**config.mk**
```make
export PLATFORM = sky130hd
export DESIGN_NAME = centered_moving_average_alert_top
export DESIGN_NICKNAME = d
export VERILOG_FILES = /design/src/hdl/cmaa_pkg.sv /design/src/hdl/cmaa_ram.sv /design/src/hdl/cmaa_alu.sv /design/src/hdl/centered_moving_average_alert_top.sv
export SDC_FILE = /design/constraint.sdc
export NUM_CORES = 1
export LEC_CHECK = 0
export BUFFER_PORTS_ARGS = -buffer_cell sky130_fd_sc_hd__buf_2
export CORE_MARGIN = 4
export CORE_UTILIZATION = 44
export CTS_BUF_LIST = sky130_fd_sc_hd__clkbuf_8
export DETAILED_ROUTE_END_ITERATION = 10
export PLACE_DENSITY = 0.64
export SYNTH_ARGS = -nofsm -noshare
export SYNTH_HDL_FRONTEND = slang
export SYNTH_SLANG_ARGS = --single-unit
```
**constraint.sdc**
```tcl
create_clock -name clk_i -period 6.35 [get_ports clk_i]
set_clock_uncertainty 0.15 [all_clocks]
set_input_delay 0.3175 -clock clk_i [delete_from_list [all_inputs] [get_ports clk_i]]
set_output_delay 0.3175 -clock clk_i [all_outputs]
set_load 0.02 [all_outputs]
```
**src/hdl/cmaa_pkg.sv**
```systemverilog
// shared types and constants of the centered moving average alert block
package cmaa_pkg;

  localparam int SAMPLE_W  = 16;
  localparam int POS_W     = 16;
  localparam int RADIUS_FW = 5;
  localparam int CFG_IDX_W = 1;
  localparam int CFG_DAT_W = 16;

  // configuration register indexes
  localparam logic [CFG_IDX_W-1:0] CFG_RADIUS      = 1'b0;
  localparam logic [CFG_IDX_W-1:0] CFG_ALERT_LEVEL = 1'b1;

  localparam int                          RADIUS_RST = 1;
  localparam logic signed [SAMPLE_W-1:0] ALERT_RST  = 16'sh7FFF;

  typedef enum logic {
    ALU_ADD,
    ALU_SUB
  } alu_op_e;

  typedef struct packed {
    logic signed [SAMPLE_W-1:0] sample;
    logic                       last_sample;
  } in_t;

  typedef struct packed {
    logic signed [SAMPLE_W-1:0] smooth_value;
    logic        [POS_W-1:0]    position;
    logic                       alert;
    logic                       last_result;
  } out_t;

endpackage

```
**src/hdl/cmaa_ram.sv**
```systemverilog
// generic single write port ram with registered read
module cmaa_ram #(
  parameter int WIDTH = 16,
  parameter int DEPTH = 33
) (
  input  logic                     clk_i,
  input  logic                     we_i,
  input  logic [$clog2(DEPTH)-1:0] waddr_i,
  input  logic [WIDTH-1:0]         wdata_i,
  input  logic                     re_i,
  input  logic [$clog2(DEPTH)-1:0] raddr_i,
  output logic [WIDTH-1:0]         rdata_o
);

  logic [WIDTH-1:0] mem_q [DEPTH];

  always_ff @(posedge clk_i) begin
    if (we_i) begin
      mem_q[waddr_i] <= wdata_i;
    end
    if (re_i) begin
      rdata_o <= mem_q[raddr_i];
    end
  end

endmodule

```
**src/hdl/cmaa_alu.sv**
```systemverilog
// shared add/subtract unit used for accumulation, sign handling and division steps
module cmaa_alu #(
  parameter int W = 22
) (
  input  cmaa_pkg::alu_op_e op_i,
  input  logic [W-1:0]      a_i,
  input  logic [W-1:0]      b_i,
  output logic [W-1:0]      y_o
);

  always_comb begin
    case (op_i)
      cmaa_pkg::ALU_ADD: y_o = a_i + b_i;
      cmaa_pkg::ALU_SUB: y_o = a_i - b_i;
      default:           y_o = a_i + b_i;
    endcase
  end

endmodule

```
**src/hdl/centered_moving_average_alert_top.sv**
```systemverilog
// top level of the centered moving average alert block
//
// Smooths a record of signed Q3.12 samples with a centered window of
// +/- radius samples, clipped at both record edges, and flags averages
// above alert_level. One result comes out per position, radius samples
// after the sample it is centered on; the sample marked last_sample
// flushes every pending position and restarts the record. The block
// takes one sample at a time and drops in_ready_o until everything that
// sample releases has been computed. Each result is worked out by one
// shared add/subtract unit under a small sequencer: the window is summed
// from the sample ring with one read and one add per sample in the
// window, then divided by the window size with a restoring divider
// that takes one quotient bit per cycle. The sum is SUM_W bits wide,
// SUM_W = 16 + clog2(2*MAX_RADIUS+1), i.e. 22 at the default MAX_RADIUS.
// A result waits in the output register while the next sample is taken;
// the sequencer only stalls when a new result finds the output register
// still full. Configuration writes are accepted every cycle and are meant
// for idle periods.
module centered_moving_average_alert_top #(
  parameter int MAX_RADIUS = 16
) (
  input  logic                                 clk_i,
  input  logic                                 rst_ni,
  input  logic                                 in_valid_i,
  output logic                                 in_ready_o,
  input  cmaa_pkg::in_t                        in_data_i,
  output logic                                 out_valid_o,
  input  logic                                 out_ready_i,
  output cmaa_pkg::out_t                       out_data_o,
  input  logic                                 cfg_valid_i,
  output logic                                 cfg_ready_o,
  input  logic [cmaa_pkg::CFG_IDX_W-1:0]       cfg_index_i,
  input  logic [cmaa_pkg::CFG_DAT_W-1:0]       cfg_data_i
);

  // sample ring depth and derived widths
  localparam int HIST   = 2 * MAX_RADIUS + 1;
  localparam int PTR_W  = $clog2(HIST);
  localparam int RAD_W  = $clog2(MAX_RADIUS + 1);
  localparam int PEND_W = $clog2(MAX_RADIUS + 2);
  localparam int CNT_W  = $clog2(HIST + 1);
  localparam int IW     = PTR_W + 1;
  localparam int SUM_W  = cmaa_pkg::SAMPLE_W + $clog2(HIST);
  localparam int DC_W   = $clog2(SUM_W);
  localparam int SW     = cmaa_pkg::SAMPLE_W;

  // sequencer states
  localparam logic [2:0] S_IDLE  = 3'd0;
  localparam logic [2:0] S_CHECK = 3'd1;
  localparam logic [2:0] S_READ  = 3'd2;
  localparam logic [2:0] S_ACC   = 3'd3;
  localparam logic [2:0] S_ABS   = 3'd4;
  localparam logic [2:0] S_DIV   = 3'd5;
  localparam logic [2:0] S_NEG   = 3'd6;
  localparam logic [2:0] S_OUT   = 3'd7;

  // control state
  logic [2:0]              state_q, state_d;
  logic [RAD_W-1:0]        radius_q, radius_d;
  logic signed [SW-1:0]    alert_lvl_q, alert_lvl_d;
  logic [PTR_W-1:0]        wp_q, wp_d;         // ring slot of the next sample
  logic [PTR_W-1:0]        pp_q, pp_d;         // ring slot of the next center
  logic [cmaa_pkg::POS_W-1:0] np_q, np_d;      // next center position
  logic [RAD_W-1:0]        psat_q, psat_d;     // next center, saturated at MAX_RADIUS
  logic [PEND_W-1:0]       a_q, a_d;           // centers still waiting for a result
  logic                    last_q, last_d;
  logic [PTR_W-1:0]        rd_ptr_q, rd_ptr_d;
  logic [CNT_W-1:0]        rem_cnt_q, rem_cnt_d;
  logic [DC_W-1:0]         div_cnt_q, div_cnt_d;
  logic                    out_valid_q, out_valid_d;

  // datapath registers
  logic [CNT_W-1:0]        cnt_q, cnt_d;
  logic signed [SUM_W-1:0] sum_q, sum_d;
  logic [SUM_W-1:0]        dq_q, dq_d;         // dividend shifting out, quotient shifting in
  logic [CNT_W-1:0]        rem_q, rem_d;
  logic                    neg_q, neg_d;
  logic signed [SW-1:0]    avg_q, avg_d;
  logic                    alert_q, alert_d;
  cmaa_pkg::out_t          out_q, out_d;

  // shared unit and ring
  cmaa_pkg::alu_op_e       alu_op;
  logic [SUM_W-1:0]        alu_a, alu_b, alu_y;
  logic                    ram_we, ram_re;
  logic [SW-1:0]           ram_rdata;

  // window geometry
  logic                    in_acc;
  logic                    out_free;
  logic                    out_load;
  logic [CNT_W-1:0]        r_c, ps_c, d_c, left_c, right_c, win_c;
  logic                    emit_go;
  logic [IW-1:0]           pp_x, left_x, start_x;
  logic [CNT_W:0]          trial;
  logic                    qbit;
  logic [RAD_W-1:0]        rad_sat;

  assign in_ready_o  = (state_q == S_IDLE);
  assign cfg_ready_o = 1'b1;
  assign in_acc      = in_valid_i && in_ready_o;
  assign out_free    = !out_valid_q || out_ready_i;

  // left reach is clipped by the record start, right reach by the newest sample
  assign r_c     = CNT_W'(radius_q);
  assign ps_c    = CNT_W'(psat_q);
  assign d_c     = CNT_W'(a_q - 1'b1);
  assign left_c  = (ps_c < r_c) ? ps_c : r_c;
  assign right_c = (d_c < r_c) ? d_c : r_c;
  assign win_c   = left_c + right_c + 1'b1;
  assign emit_go = (a_q != '0) && (last_q || (d_c >= r_c));

  // first ring slot of the window, modulo the ring depth
  assign pp_x    = IW'(pp_q);
  assign left_x  = IW'(left_c);
  assign start_x = (pp_x >= left_x) ? (pp_x - left_x) : (pp_x + IW'(HIST) - left_x);

  // restoring division step: partial remainder with the next dividend bit
  assign trial = {rem_q, dq_q[SUM_W-1]};

  // radius write saturates at MAX_RADIUS
  assign rad_sat = (32'(cfg_data_i[cmaa_pkg::RADIUS_FW-1:0]) > 32'(MAX_RADIUS))
                   ? RAD_W'(MAX_RADIUS)
                   : RAD_W'(cfg_data_i[cmaa_pkg::RADIUS_FW-1:0]);

  cmaa_ram #(
    .WIDTH (SW),
    .DEPTH (HIST)
  ) u_ring (
    .clk_i   (clk_i),
    .we_i    (ram_we),
    .waddr_i (wp_q),
    .wdata_i (in_data_i.sample),
    .re_i    (ram_re),
    .raddr_i (rd_ptr_q),
    .rdata_o (ram_rdata)
  );

  cmaa_alu #(
    .W (SUM_W)
  ) u_alu (
    .op_i (alu_op),
    .a_i  (alu_a),
    .b_i  (alu_b),
    .y_o  (alu_y)
  );

  always_comb begin
    state_d     = state_q;
    radius_d    = radius_q;
    alert_lvl_d = alert_lvl_q;
    wp_d        = wp_q;
    pp_d        = pp_q;
    np_d        = np_q;
    psat_d      = psat_q;
    a_d         = a_q;
    last_d      = last_q;
    rd_ptr_d    = rd_ptr_q;
    rem_cnt_d   = rem_cnt_q;
    div_cnt_d   = div_cnt_q;
    cnt_d       = cnt_q;
    sum_d       = sum_q;
    dq_d        = dq_q;
    rem_d       = rem_q;
    neg_d       = neg_q;
    avg_d       = avg_q;
    alert_d     = alert_q;
    ram_we      = 1'b0;
    ram_re      = 1'b0;
    alu_op      = cmaa_pkg::ALU_ADD;
    alu_a       = '0;
    alu_b       = '0;
    qbit        = 1'b0;
    out_load    = 1'b0;

    // register writes
    if (cfg_valid_i) begin
      case (cfg_index_i)
        cmaa_pkg::CFG_RADIUS:      radius_d = rad_sat;
        cmaa_pkg::CFG_ALERT_LEVEL: alert_lvl_d = cfg_data_i;
        default: ;
      endcase
    end

    case (state_q)
      S_IDLE: begin
        // store the sample in the ring, one more center is now pending
        if (in_acc) begin
          ram_we  = 1'b1;
          wp_d    = (wp_q == PTR_W'(HIST - 1)) ? '0 : wp_q + 1'b1;
          a_d     = a_q + 1'b1;
          last_d  = in_data_i.last_sample;
          state_d = S_CHECK;
        end
      end
      S_CHECK: begin
        if (emit_go) begin
          rd_ptr_d  = start_x[PTR_W-1:0];
          rem_cnt_d = win_c;
          cnt_d     = win_c;
          sum_d     = '0;
          state_d   = S_READ;
        end else begin
          // end of record: start the next one from position zero
          if (last_q) begin
            wp_d   = '0;
            pp_d   = '0;
            np_d   = '0;
            psat_d = '0;
            a_d    = '0;
          end
          state_d = S_IDLE;
        end
      end
      S_READ: begin
        ram_re    = 1'b1;
        rd_ptr_d  = (rd_ptr_q == PTR_W'(HIST - 1)) ? '0 : rd_ptr_q + 1'b1;
        rem_cnt_d = rem_cnt_q - 1'b1;
        state_d   = S_ACC;
      end
      S_ACC: begin
        alu_op  = cmaa_pkg::ALU_ADD;
        alu_a   = sum_q;
        alu_b   = SUM_W'($signed(ram_rdata));
        sum_d   = alu_y;
        state_d = (rem_cnt_q == '0) ? S_ABS : S_READ;
      end
      S_ABS: begin
        // divide magnitudes, fix the sign afterwards (truncation toward zero)
        alu_op    = cmaa_pkg::ALU_SUB;
        alu_a     = '0;
        alu_b     = sum_q;
        neg_d     = sum_q[SUM_W-1];
        dq_d      = sum_q[SUM_W-1] ? alu_y : sum_q;
        rem_d     = '0;
        div_cnt_d = DC_W'(SUM_W - 1);
        state_d   = S_DIV;
      end
      S_DIV: begin
        alu_op = cmaa_pkg::ALU_SUB;
        alu_a  = SUM_W'(trial);
        alu_b  = SUM_W'(cnt_q);
        if (!alu_y[SUM_W-1]) begin
          rem_d = alu_y[CNT_W-1:0];
          qbit  = 1'b1;
        end else begin
          rem_d = trial[CNT_W-1:0];
          qbit  = 1'b0;
        end
        dq_d      = {dq_q[SUM_W-2:0], qbit};
        div_cnt_d = div_cnt_q - 1'b1;
        if (div_cnt_q == '0) begin
          state_d = S_NEG;
        end
      end
      S_NEG: begin
        alu_op  = cmaa_pkg::ALU_SUB;
        alu_a   = '0;
        alu_b   = dq_q;
        avg_d   = neg_q ? alu_y[SW-1:0] : dq_q[SW-1:0];
        alert_d = (avg_d > alert_lvl_q);
        state_d = S_OUT;
      end
      S_OUT: begin
        // hand over once the output register is free, then advance the center
        if (out_free) begin
          out_load = 1'b1;
          np_d     = np_q + 1'b1;
          psat_d   = (psat_q == RAD_W'(MAX_RADIUS)) ? psat_q : psat_q + 1'b1;
          pp_d     = (pp_q == PTR_W'(HIST - 1)) ? '0 : pp_q + 1'b1;
          a_d      = a_q - 1'b1;
          state_d  = S_CHECK;
        end
      end
      default: begin
        state_d = S_IDLE;
      end
    endcase
  end

  // output register
  always_comb begin
    out_d.smooth_value = avg_q;
    out_d.position     = np_q;
    out_d.alert        = alert_q;
    out_d.last_result  = last_q && (a_q == PEND_W'(1));
    if (out_load) begin
      out_valid_d = 1'b1;
    end else if (out_ready_i) begin
      out_valid_d = 1'b0;
    end else begin
      out_valid_d = out_valid_q;
    end
  end

  always_ff @(posedge clk_i or negedge rst_ni) begin
    if (!rst_ni) begin
      state_q     <= S_IDLE;
      radius_q    <= RAD_W'(cmaa_pkg::RADIUS_RST);
      alert_lvl_q <= cmaa_pkg::ALERT_RST;
      wp_q        <= '0;
      pp_q        <= '0;
      np_q        <= '0;
      psat_q      <= '0;
      a_q         <= '0;
      last_q      <= 1'b0;
      rd_ptr_q    <= '0;
      rem_cnt_q   <= '0;
      div_cnt_q   <= '0;
      out_valid_q <= 1'b0;
    end else begin
      state_q     <= state_d;
      radius_q    <= radius_d;
      alert_lvl_q <= alert_lvl_d;
      wp_q        <= wp_d;
      pp_q        <= pp_d;
      np_q        <= np_d;
      psat_q      <= psat_d;
      a_q         <= a_d;
      last_q      <= last_d;
      rd_ptr_q    <= rd_ptr_d;
      rem_cnt_q   <= rem_cnt_d;
      div_cnt_q   <= div_cnt_d;
      out_valid_q <= out_valid_d;
    end
  end

  always_ff @(posedge clk_i) begin
    cnt_q   <= cnt_d;
    sum_q   <= sum_d;
    dq_q    <= dq_d;
    rem_q   <= rem_d;
    neg_q   <= neg_d;
    avg_q   <= avg_d;
    alert_q <= alert_d;
    if (out_load) begin
      out_q <= out_d;
    end
  end

  assign out_valid_o = out_valid_q;
  assign out_data_o  = out_q;

endmodule

```
==> summary.md, run 1 <==
Outcome
* complete, no violations — status

Floorplanning
* 279.8 um — width of the chip
* 99 — number of placement rows
* 76 — I/O pin cnt
* 0.07831 mm^2 — die area
* 279.8 um — overall die height
* 44.49% — initial cell density of the core
* 0.07308 mm^2 — core region area

Final layout
* edfxtp_1 (652), mux4_2 (160), nand2_1 (143) — most used cells in the layout excluding fill and tap cells
* 0.02164 mm^2 — Register Area
* 2366 — number of nets in the finished design
* 22.15% — share of layout cells above drive strength 1
* edfxtp_1 — most common cell after layout, fill and taps aside
* 13.22% — layout overhead on the synthesized area
* 50.37% — post-layout utilization of the core
* 0.01021 mm^2 — total area of multi-input combinational cells
* 6121 — Layout fillers

STA
* 5.782 ns — post-route minimum period
* 0 ns — summed negative setup slack over all endpoints
* 173.0 MHz — highest achievable clock rate
* no — setup repair after global routing missed its margin
* 0 — number of max-slew violations in the final report
* 24.25% — Relative slew margins
* 91.05% — ratio of final minimum period to clock period
* 0.08109 ns — worst hold slack
* 1.134 ns — Slew @ Worst Pin
* 0 — final hold violation count
* 0 — setup violation total in the final timing report

Global routing
* 19.38% — gr usage total
* 1 — number of antenna violations at the first check in global routing
* 0 — residual overflow from global routing
* 19150 — number of global-route vias before repair
* 115.3 mm — first-pass GRT wire length
* 70 — largest net degree at the start of global routing

Worst setup path
* 24 — maximum fanout count along the critical path
* 6.70 ns — endpoint required time on the critical path
* flop to flop — critical path class
* 6.13 ns — Worst EP arrival
* flop — endpoint kind of the worst setup timing path
* 21 — number of cells traversed by the worst register-to-register path
* flop — Critical Path Start Type

CTS
* 0 — post-CTS setup repair buffer count
* 0.77 ns — later-pin clock latency in the skew report
* clkbuf_8 — CTS Root Buffer Type
* done — CTS tree
* 3 — htree depth
* 733 — clock tree sinks
* 0.06 ns — clock transition at the register clock pins on the worst setup and hold paths after CTS
* 0 — CTS resizes
* 118 — CTS buffer count
* 41 — CTS Hold Bufs
* 3 — deepest clock path buffer count

Power
* 13.07 nW — total leakage power
* 18.35 mW — sum of internal, switching and leakage power
* 0.0002837 V — Worst IR Drop VDD
* 498.3 mW/mm^2 — power per cell area

Yosys
* 652 — number of enable-type register cells in the synthesized netlist
* edfxtp_1 — commonest register cell after synthesis
* edfxtp_1 (60%), mux4_2 (11%), dfrtp_1 (5.0%) — top post-synthesis cells by area
* 71 — number of distinct standard cells referenced by the synthesized netlist
* edfxtp_1 — largest area contributor in the synthesized netlist
* 0 — number of warnings reported in the yosys synthesis log
* 15.82 um^2 — synthesized area per cell
* 11.05% — proportion of register bits with asynchronous set or reset after synthesis
* 733 — count of state elements after synthesis
* 0.03251 mm^2 — netlist area before placement
* 66.51% — proportion of synthesized chip area in sequential cells
* 2181 — post-synthesis net count
* 2055 — synthesized instance count
* 60.22% — share of the synthesized area in the top cell type

Route
* 0 — number of remaining DRC errors
* 5 — first-pass iteration count of the detailed router
* 75.54 mm — DRT Wirelength
* 1740 — first-iteration detailed-routing DRC count
* 22.90 um — routed len/inst
* 5.620 — ratio of routed vias to standard cells
* 0 — ANT nets after route
* 18540 — vias after detailed routing

Min path
* input port to asynchronous set/reset pin — worst min-delay path category

Placed design
* 45.46 mm — dpl hpwl
* 0.8934 — placer congestion estimate
* 74 — Port Buf Inserts

Run
* 0 — number of maximum-capacitance constraint violations

## routing by layer
| metal | up-vias | track usage (%) | share of wire, % |
|---|---|---|---|
| li1 | 8342 | - | - |
| met1 | 9454 | 25.82 | 42 |
| met2 | 611 | 32.73 | 50 |
| met3 | 133 | 3.200 | 5.6 |
| met4 | 0 | 6.511 | 2.8 |
| met5 | - | 0 | 0 |
## worst max-delay path, cell delays in order (launching register included)
cell and delay [ns]:
dfrtp_2 0.62, buf_4 0.29, mux2i_1 0.23, o221ai_1 0.23, or3_1 0.43, nor3_1 0.20
buf_4 0.17, a21oi_1 0.08, xnor2_1 0.15, ha_1 0.38, a21o_1 0.23, a21o_1 0.19
a41o_1 0.20, a21oi_1 0.30, o21ai_0 0.17, xnor2_1 0.28, mux2i_1 0.17, ha_1 0.36
nand2_1 0.07, nor4_1 0.37, a221o_1 0.21, a31oi_1 0.04
## where the power goes
part	switching, mW	internal [mW]	total [mW]
Sequential	0.583	6.02	6.61
Combinational	4.44	3.42	7.87
Clock	1.91	1.96	3.87
## state kept, by name, summed over array words and instances (netlist names), 16 cells and up
name	flops
alert_lvl_q	16
avg_q	16
dq_q	22
np_q	16
out_data_o	34
sum_q	22
u_ring.mem_q	528
u_ring.rdata_o	16
## synthesized netlist by cell type, types with 13 or more instances
master and count:
xnor2_1 32, dfrtp_1 65, clkbuf_1 80, ha_1 81, a31oi_1 16, mux2_2 32
inv_1 72, nor3_1 15, xor2_1 31, edfxtp_1 652, o21ai_0 119, and2_1 36
nand2_1 143, mux2i_1 54, dfstp_2 16, nor2_1 121, nand3_1 34, nor2b_1 13
buf_1 19, a21oi_1 64, nand2b_1 20, a21o_1 18, mux4_2 160, and3_1 13
## cell families after synthesis
logic type,share of synthesized area [%]
flops,66.51
simple gates,6.823
compound gates,5.403
mux,13.92
buf+inv,2.143
fa+ha+maj,3.487
xor+xnor,1.697
other cells,0.01153
## worst paths after layout
path,from,endpoint,slack [ns]
worst max-delay path,state_q[1],alert_q,0.57
worst min-delay path,rst_ni,alert_lvl_q[4],0.08
worst max register to register,state_q[1],alert_q,0.57
worst min register to register,avg_q[4],out_data_o[22],0.27
max in group asynchronous,rst_ni,rd_ptr_q[1],4.96
min in group clk_i,cfg_data_i[10],alert_lvl_q[10],0.17
## through the flow
step	instances	setup WS, ns	instance area, um^2
floorplan	2055	0.7607	32510
global placement	3038	0.8033	34140
detailed placement	3038	0.6275	34140
CTS	3298	0.6036	36810
global route	3299	0.07985	36810
finish	3299	0.5684	36810
## layout make-up
class | instances | share of cell area, %
repair buffers | 171 | 3.338
clock inverters | 94 | 1.478
flip-flops and latches | 733 | 58.78
inverters | 72 | 0.7341
clock buffers | 125 | 4.673
well taps | 959 | 3.259
multi-input cells | 1144 | 27.73
diodes | 1 | 0.006798
Power figures use the tool's default switching activity.
==> inputs of run 2 (changes only) <==
--- a/config.mk
+++ b/config.mk
@@ -8,7 +8,6 @@
 export BUFFER_PORTS_ARGS = -buffer_cell sky130_fd_sc_hd__buf_2
 export CORE_MARGIN = 4
 export CORE_UTILIZATION = 44
-export CTS_BUF_LIST = sky130_fd_sc_hd__clkbuf_8
 export DETAILED_ROUTE_END_ITERATION = 10
 export PLACE_DENSITY = 0.64
 export SYNTH_ARGS = -nofsm -noshare
==> run 2 against run 1 <==
Net effect:
- setup slack worse by 0.038 ns
- critical path depth stayed put
- clock-buffer cell count is 26 lower
- clock power is 14% higher
- design area hardly changed
- critical path type unchanged
- core utilization hardly changed
==> summary.md, run 2 (same netlist as run 1, synthesis figures left out) <==
Outcome
* complete, no violations — status

Worst setup path
* flop — Critical Path Start Type
* 24 — maximum fanout count along the critical path
* flop to flop — critical path class
* 6.06 ns — Worst EP arrival
* state_q[1] — crit path from
* flop — endpoint kind of the worst setup timing path
* 0.53 ns — setup slack of the worst register-to-register path
* state_q[1] — r2r startpoint
* 6.59 ns — endpoint required time on the critical path
* alert_q — reg-to-reg endpoint
* 21 — number of cells traversed by the worst register-to-register path

Global routing
* 0 — residual overflow from global routing
* 70 — largest net degree at the start of global routing
* 18480 — number of global-route vias before repair
* 114.0 mm — first-pass GRT wire length
* 2 — number of antenna violations at the first check in global routing
* 19.15% — gr usage total

Power
* 0.0002740 V — Worst IR Drop VDD
* 11.93 mW — internal power summed over all cells
* 36.70% — switching share of total power
* 41.6% — portion of total power attributed to combinational logic
* 12.90 nW — total leakage power
* 6.919 mW — Net Switching
* 511.7 mW/mm^2 — power per cell area
* 23.4% — clock network fraction of design power
* 35.0% — Flop pwr share

CTS
* 77 — CTS buffer count
* 0.65 ns — later-pin clock latency in the skew report
* 0.06 ns — clock transition at the register clock pins on the worst setup and hold paths after CTS
* clkbuf_16 — CTS Root Buffer Type
* 733 — clock tree sinks
* 0 — post-CTS setup repair buffer count
* 3 — htree depth
* 22 — CTS Hold Bufs
* 0 — CTS resizes
* 3 — deepest clock path buffer count
* done — CTS tree

Final layout
* 2306 — number of nets in the finished design
* 13.30% — layout overhead on the synthesized area
* edfxtp_1 (652), mux4_2 (160), nand2_1 (143) — most used cells in the layout excluding fill and tap cells
* 0.03684 mm^2 — Final Cell Area
* 528 — number of flip-flops under the largest register name
* 21.08% — share of layout cells above drive strength 1
* u_ring.mem_q — register with the most flip-flops
* edfxtp_1 — most common cell after layout, fill and taps aside

Route
* 0 — ANT nets after route
* 23.28 um — routed len/inst
* 1508 — first-iteration detailed-routing DRC count
* 5 — first-pass iteration count of the detailed router
* 74.62 mm — DRT Wirelength
* 18100 — vias after detailed routing
* 5.648 — ratio of routed vias to standard cells
* 0 — number of remaining DRC errors

STA
* 0 — setup violation total in the final timing report
* 0 — number of max-slew violations in the final report
* 0 ns — summed negative setup slack over all endpoints
* no — setup repair after global routing missed its margin
* 23.49% — Relative slew margins
* 91.65% — ratio of final minimum period to clock period
* 5.820 ns — post-route minimum period
* 0 — final hold violation count
* 1.145 ns — Slew @ Worst Pin
* 171.8 MHz — highest achievable clock rate

Floorplanning
* 0.07831 mm^2 — die area
* 44.49% — initial cell density of the core
* 76 — I/O pin cnt
* 279.8 um — width of the chip
* 0.07308 mm^2 — core region area
* 99 — number of placement rows
* 279.8 um — overall die height

Run
* 0 — number of maximum-capacitance constraint violations

Min path
* 3 — Hold Crit Depth
* radius_q[1] — hold endpoint
* cfg_index_i — start point of the worst min-delay path
* input port to flop — worst min-delay path category

Placed design
* 0.8934 — placer congestion estimate
* 74 — Port Buf Inserts
* 45.46 mm — dpl hpwl
* 0.03414 mm^2 — post-detailed-placement cell area

## run 2: how the worst max path moves through the flow
stage | endpoint | slack (ns)
6_report | alert_q | 0.53
2_1_floorplan | alert_q | 0.76
5_1_grt | alert_q | 0.06
3_5_place_dp | alert_q | 0.63
3_3_place_gp | alert_q | 0.80
4_1_cts | alert_q | 0.59
## run 2: through the flow
step | cells | utilization, % | power, mW | hold WS [ns] | worst slack [ns]
2_1_floorplan | 2055 | - | 12.34 | -0.1281 | 0.7607
3_3_place_gp | 3038 | 46.71 | 14.41 | 0.08034 | 0.8033
3_5_place_dp | 3038 | 46.71 | 14.53 | 0.08413 | 0.6275
4_1_cts | 3203 | 50.40 | 19.01 | 0.01636 | 0.5934
5_1_grt | 3203 | 50.40 | 20.07 | 0.03795 | 0.06161
6_report | 3205 | 50.41 | 18.85 | 0.04422 | 0.5303
## run 2: layer usage
metal | vias up | routed length, um | share of wire, % | global-route usage [%]
li1 | 8196 | - | - | -
met1 | 9291 | 31730 | 43 | 25.99
met2 | 495 | 37500 | 50 | 32.62
met3 | 118 | 3734 | 5.0 | 3.209
met4 | 2 | 1640 | 2.2 | 4.730
met5 | - | 13 | 0.017 | 0
## run 2: power by group through the flow
stage	sequential [mW]	clock, mW	combinational [mW]
global route	6.68	4.71	8.68
floorplan	6.31	0	6.04
detailed placement	6.70	0	7.83
finish	6.60	4.41	7.84
CTS	6.61	4.51	7.89
global placement	6.70	0	7.71
## run 2: layout make-up
class | count | area (um^2)
Inverter | 72 | 270.3
Multi-Input combinational cell | 1144 | 10210
Tap cell | 959 | 1200
Fill cell | 6026 | 36240
Timing Repair Buffer | 152 | 1039
Clock buffer | 99 | 2029
Sequential cell | 733 | 21640
Clock inverter | 44 | 449.2
Antenna cell | 2 | 5.005
## run 2: worst max-delay path: stages (launching register included)
cell,delay (ns)
dfrtp_2,0.63
buf_4,0.29
mux2i_1,0.23
o221ai_1,0.23
or3_1,0.44
nor3_1,0.20
buf_4,0.17
a21oi_1,0.08
xnor2_1,0.15
ha_1,0.38
a21o_1,0.23
a21o_1,0.19
a41o_1,0.20
a21oi_1,0.30
o21ai_0,0.17
xnor2_1,0.29
mux2i_1,0.18
ha_1,0.36
nand2_1,0.07
nor4_1,0.36
a221o_1,0.22
a31oi_1,0.04
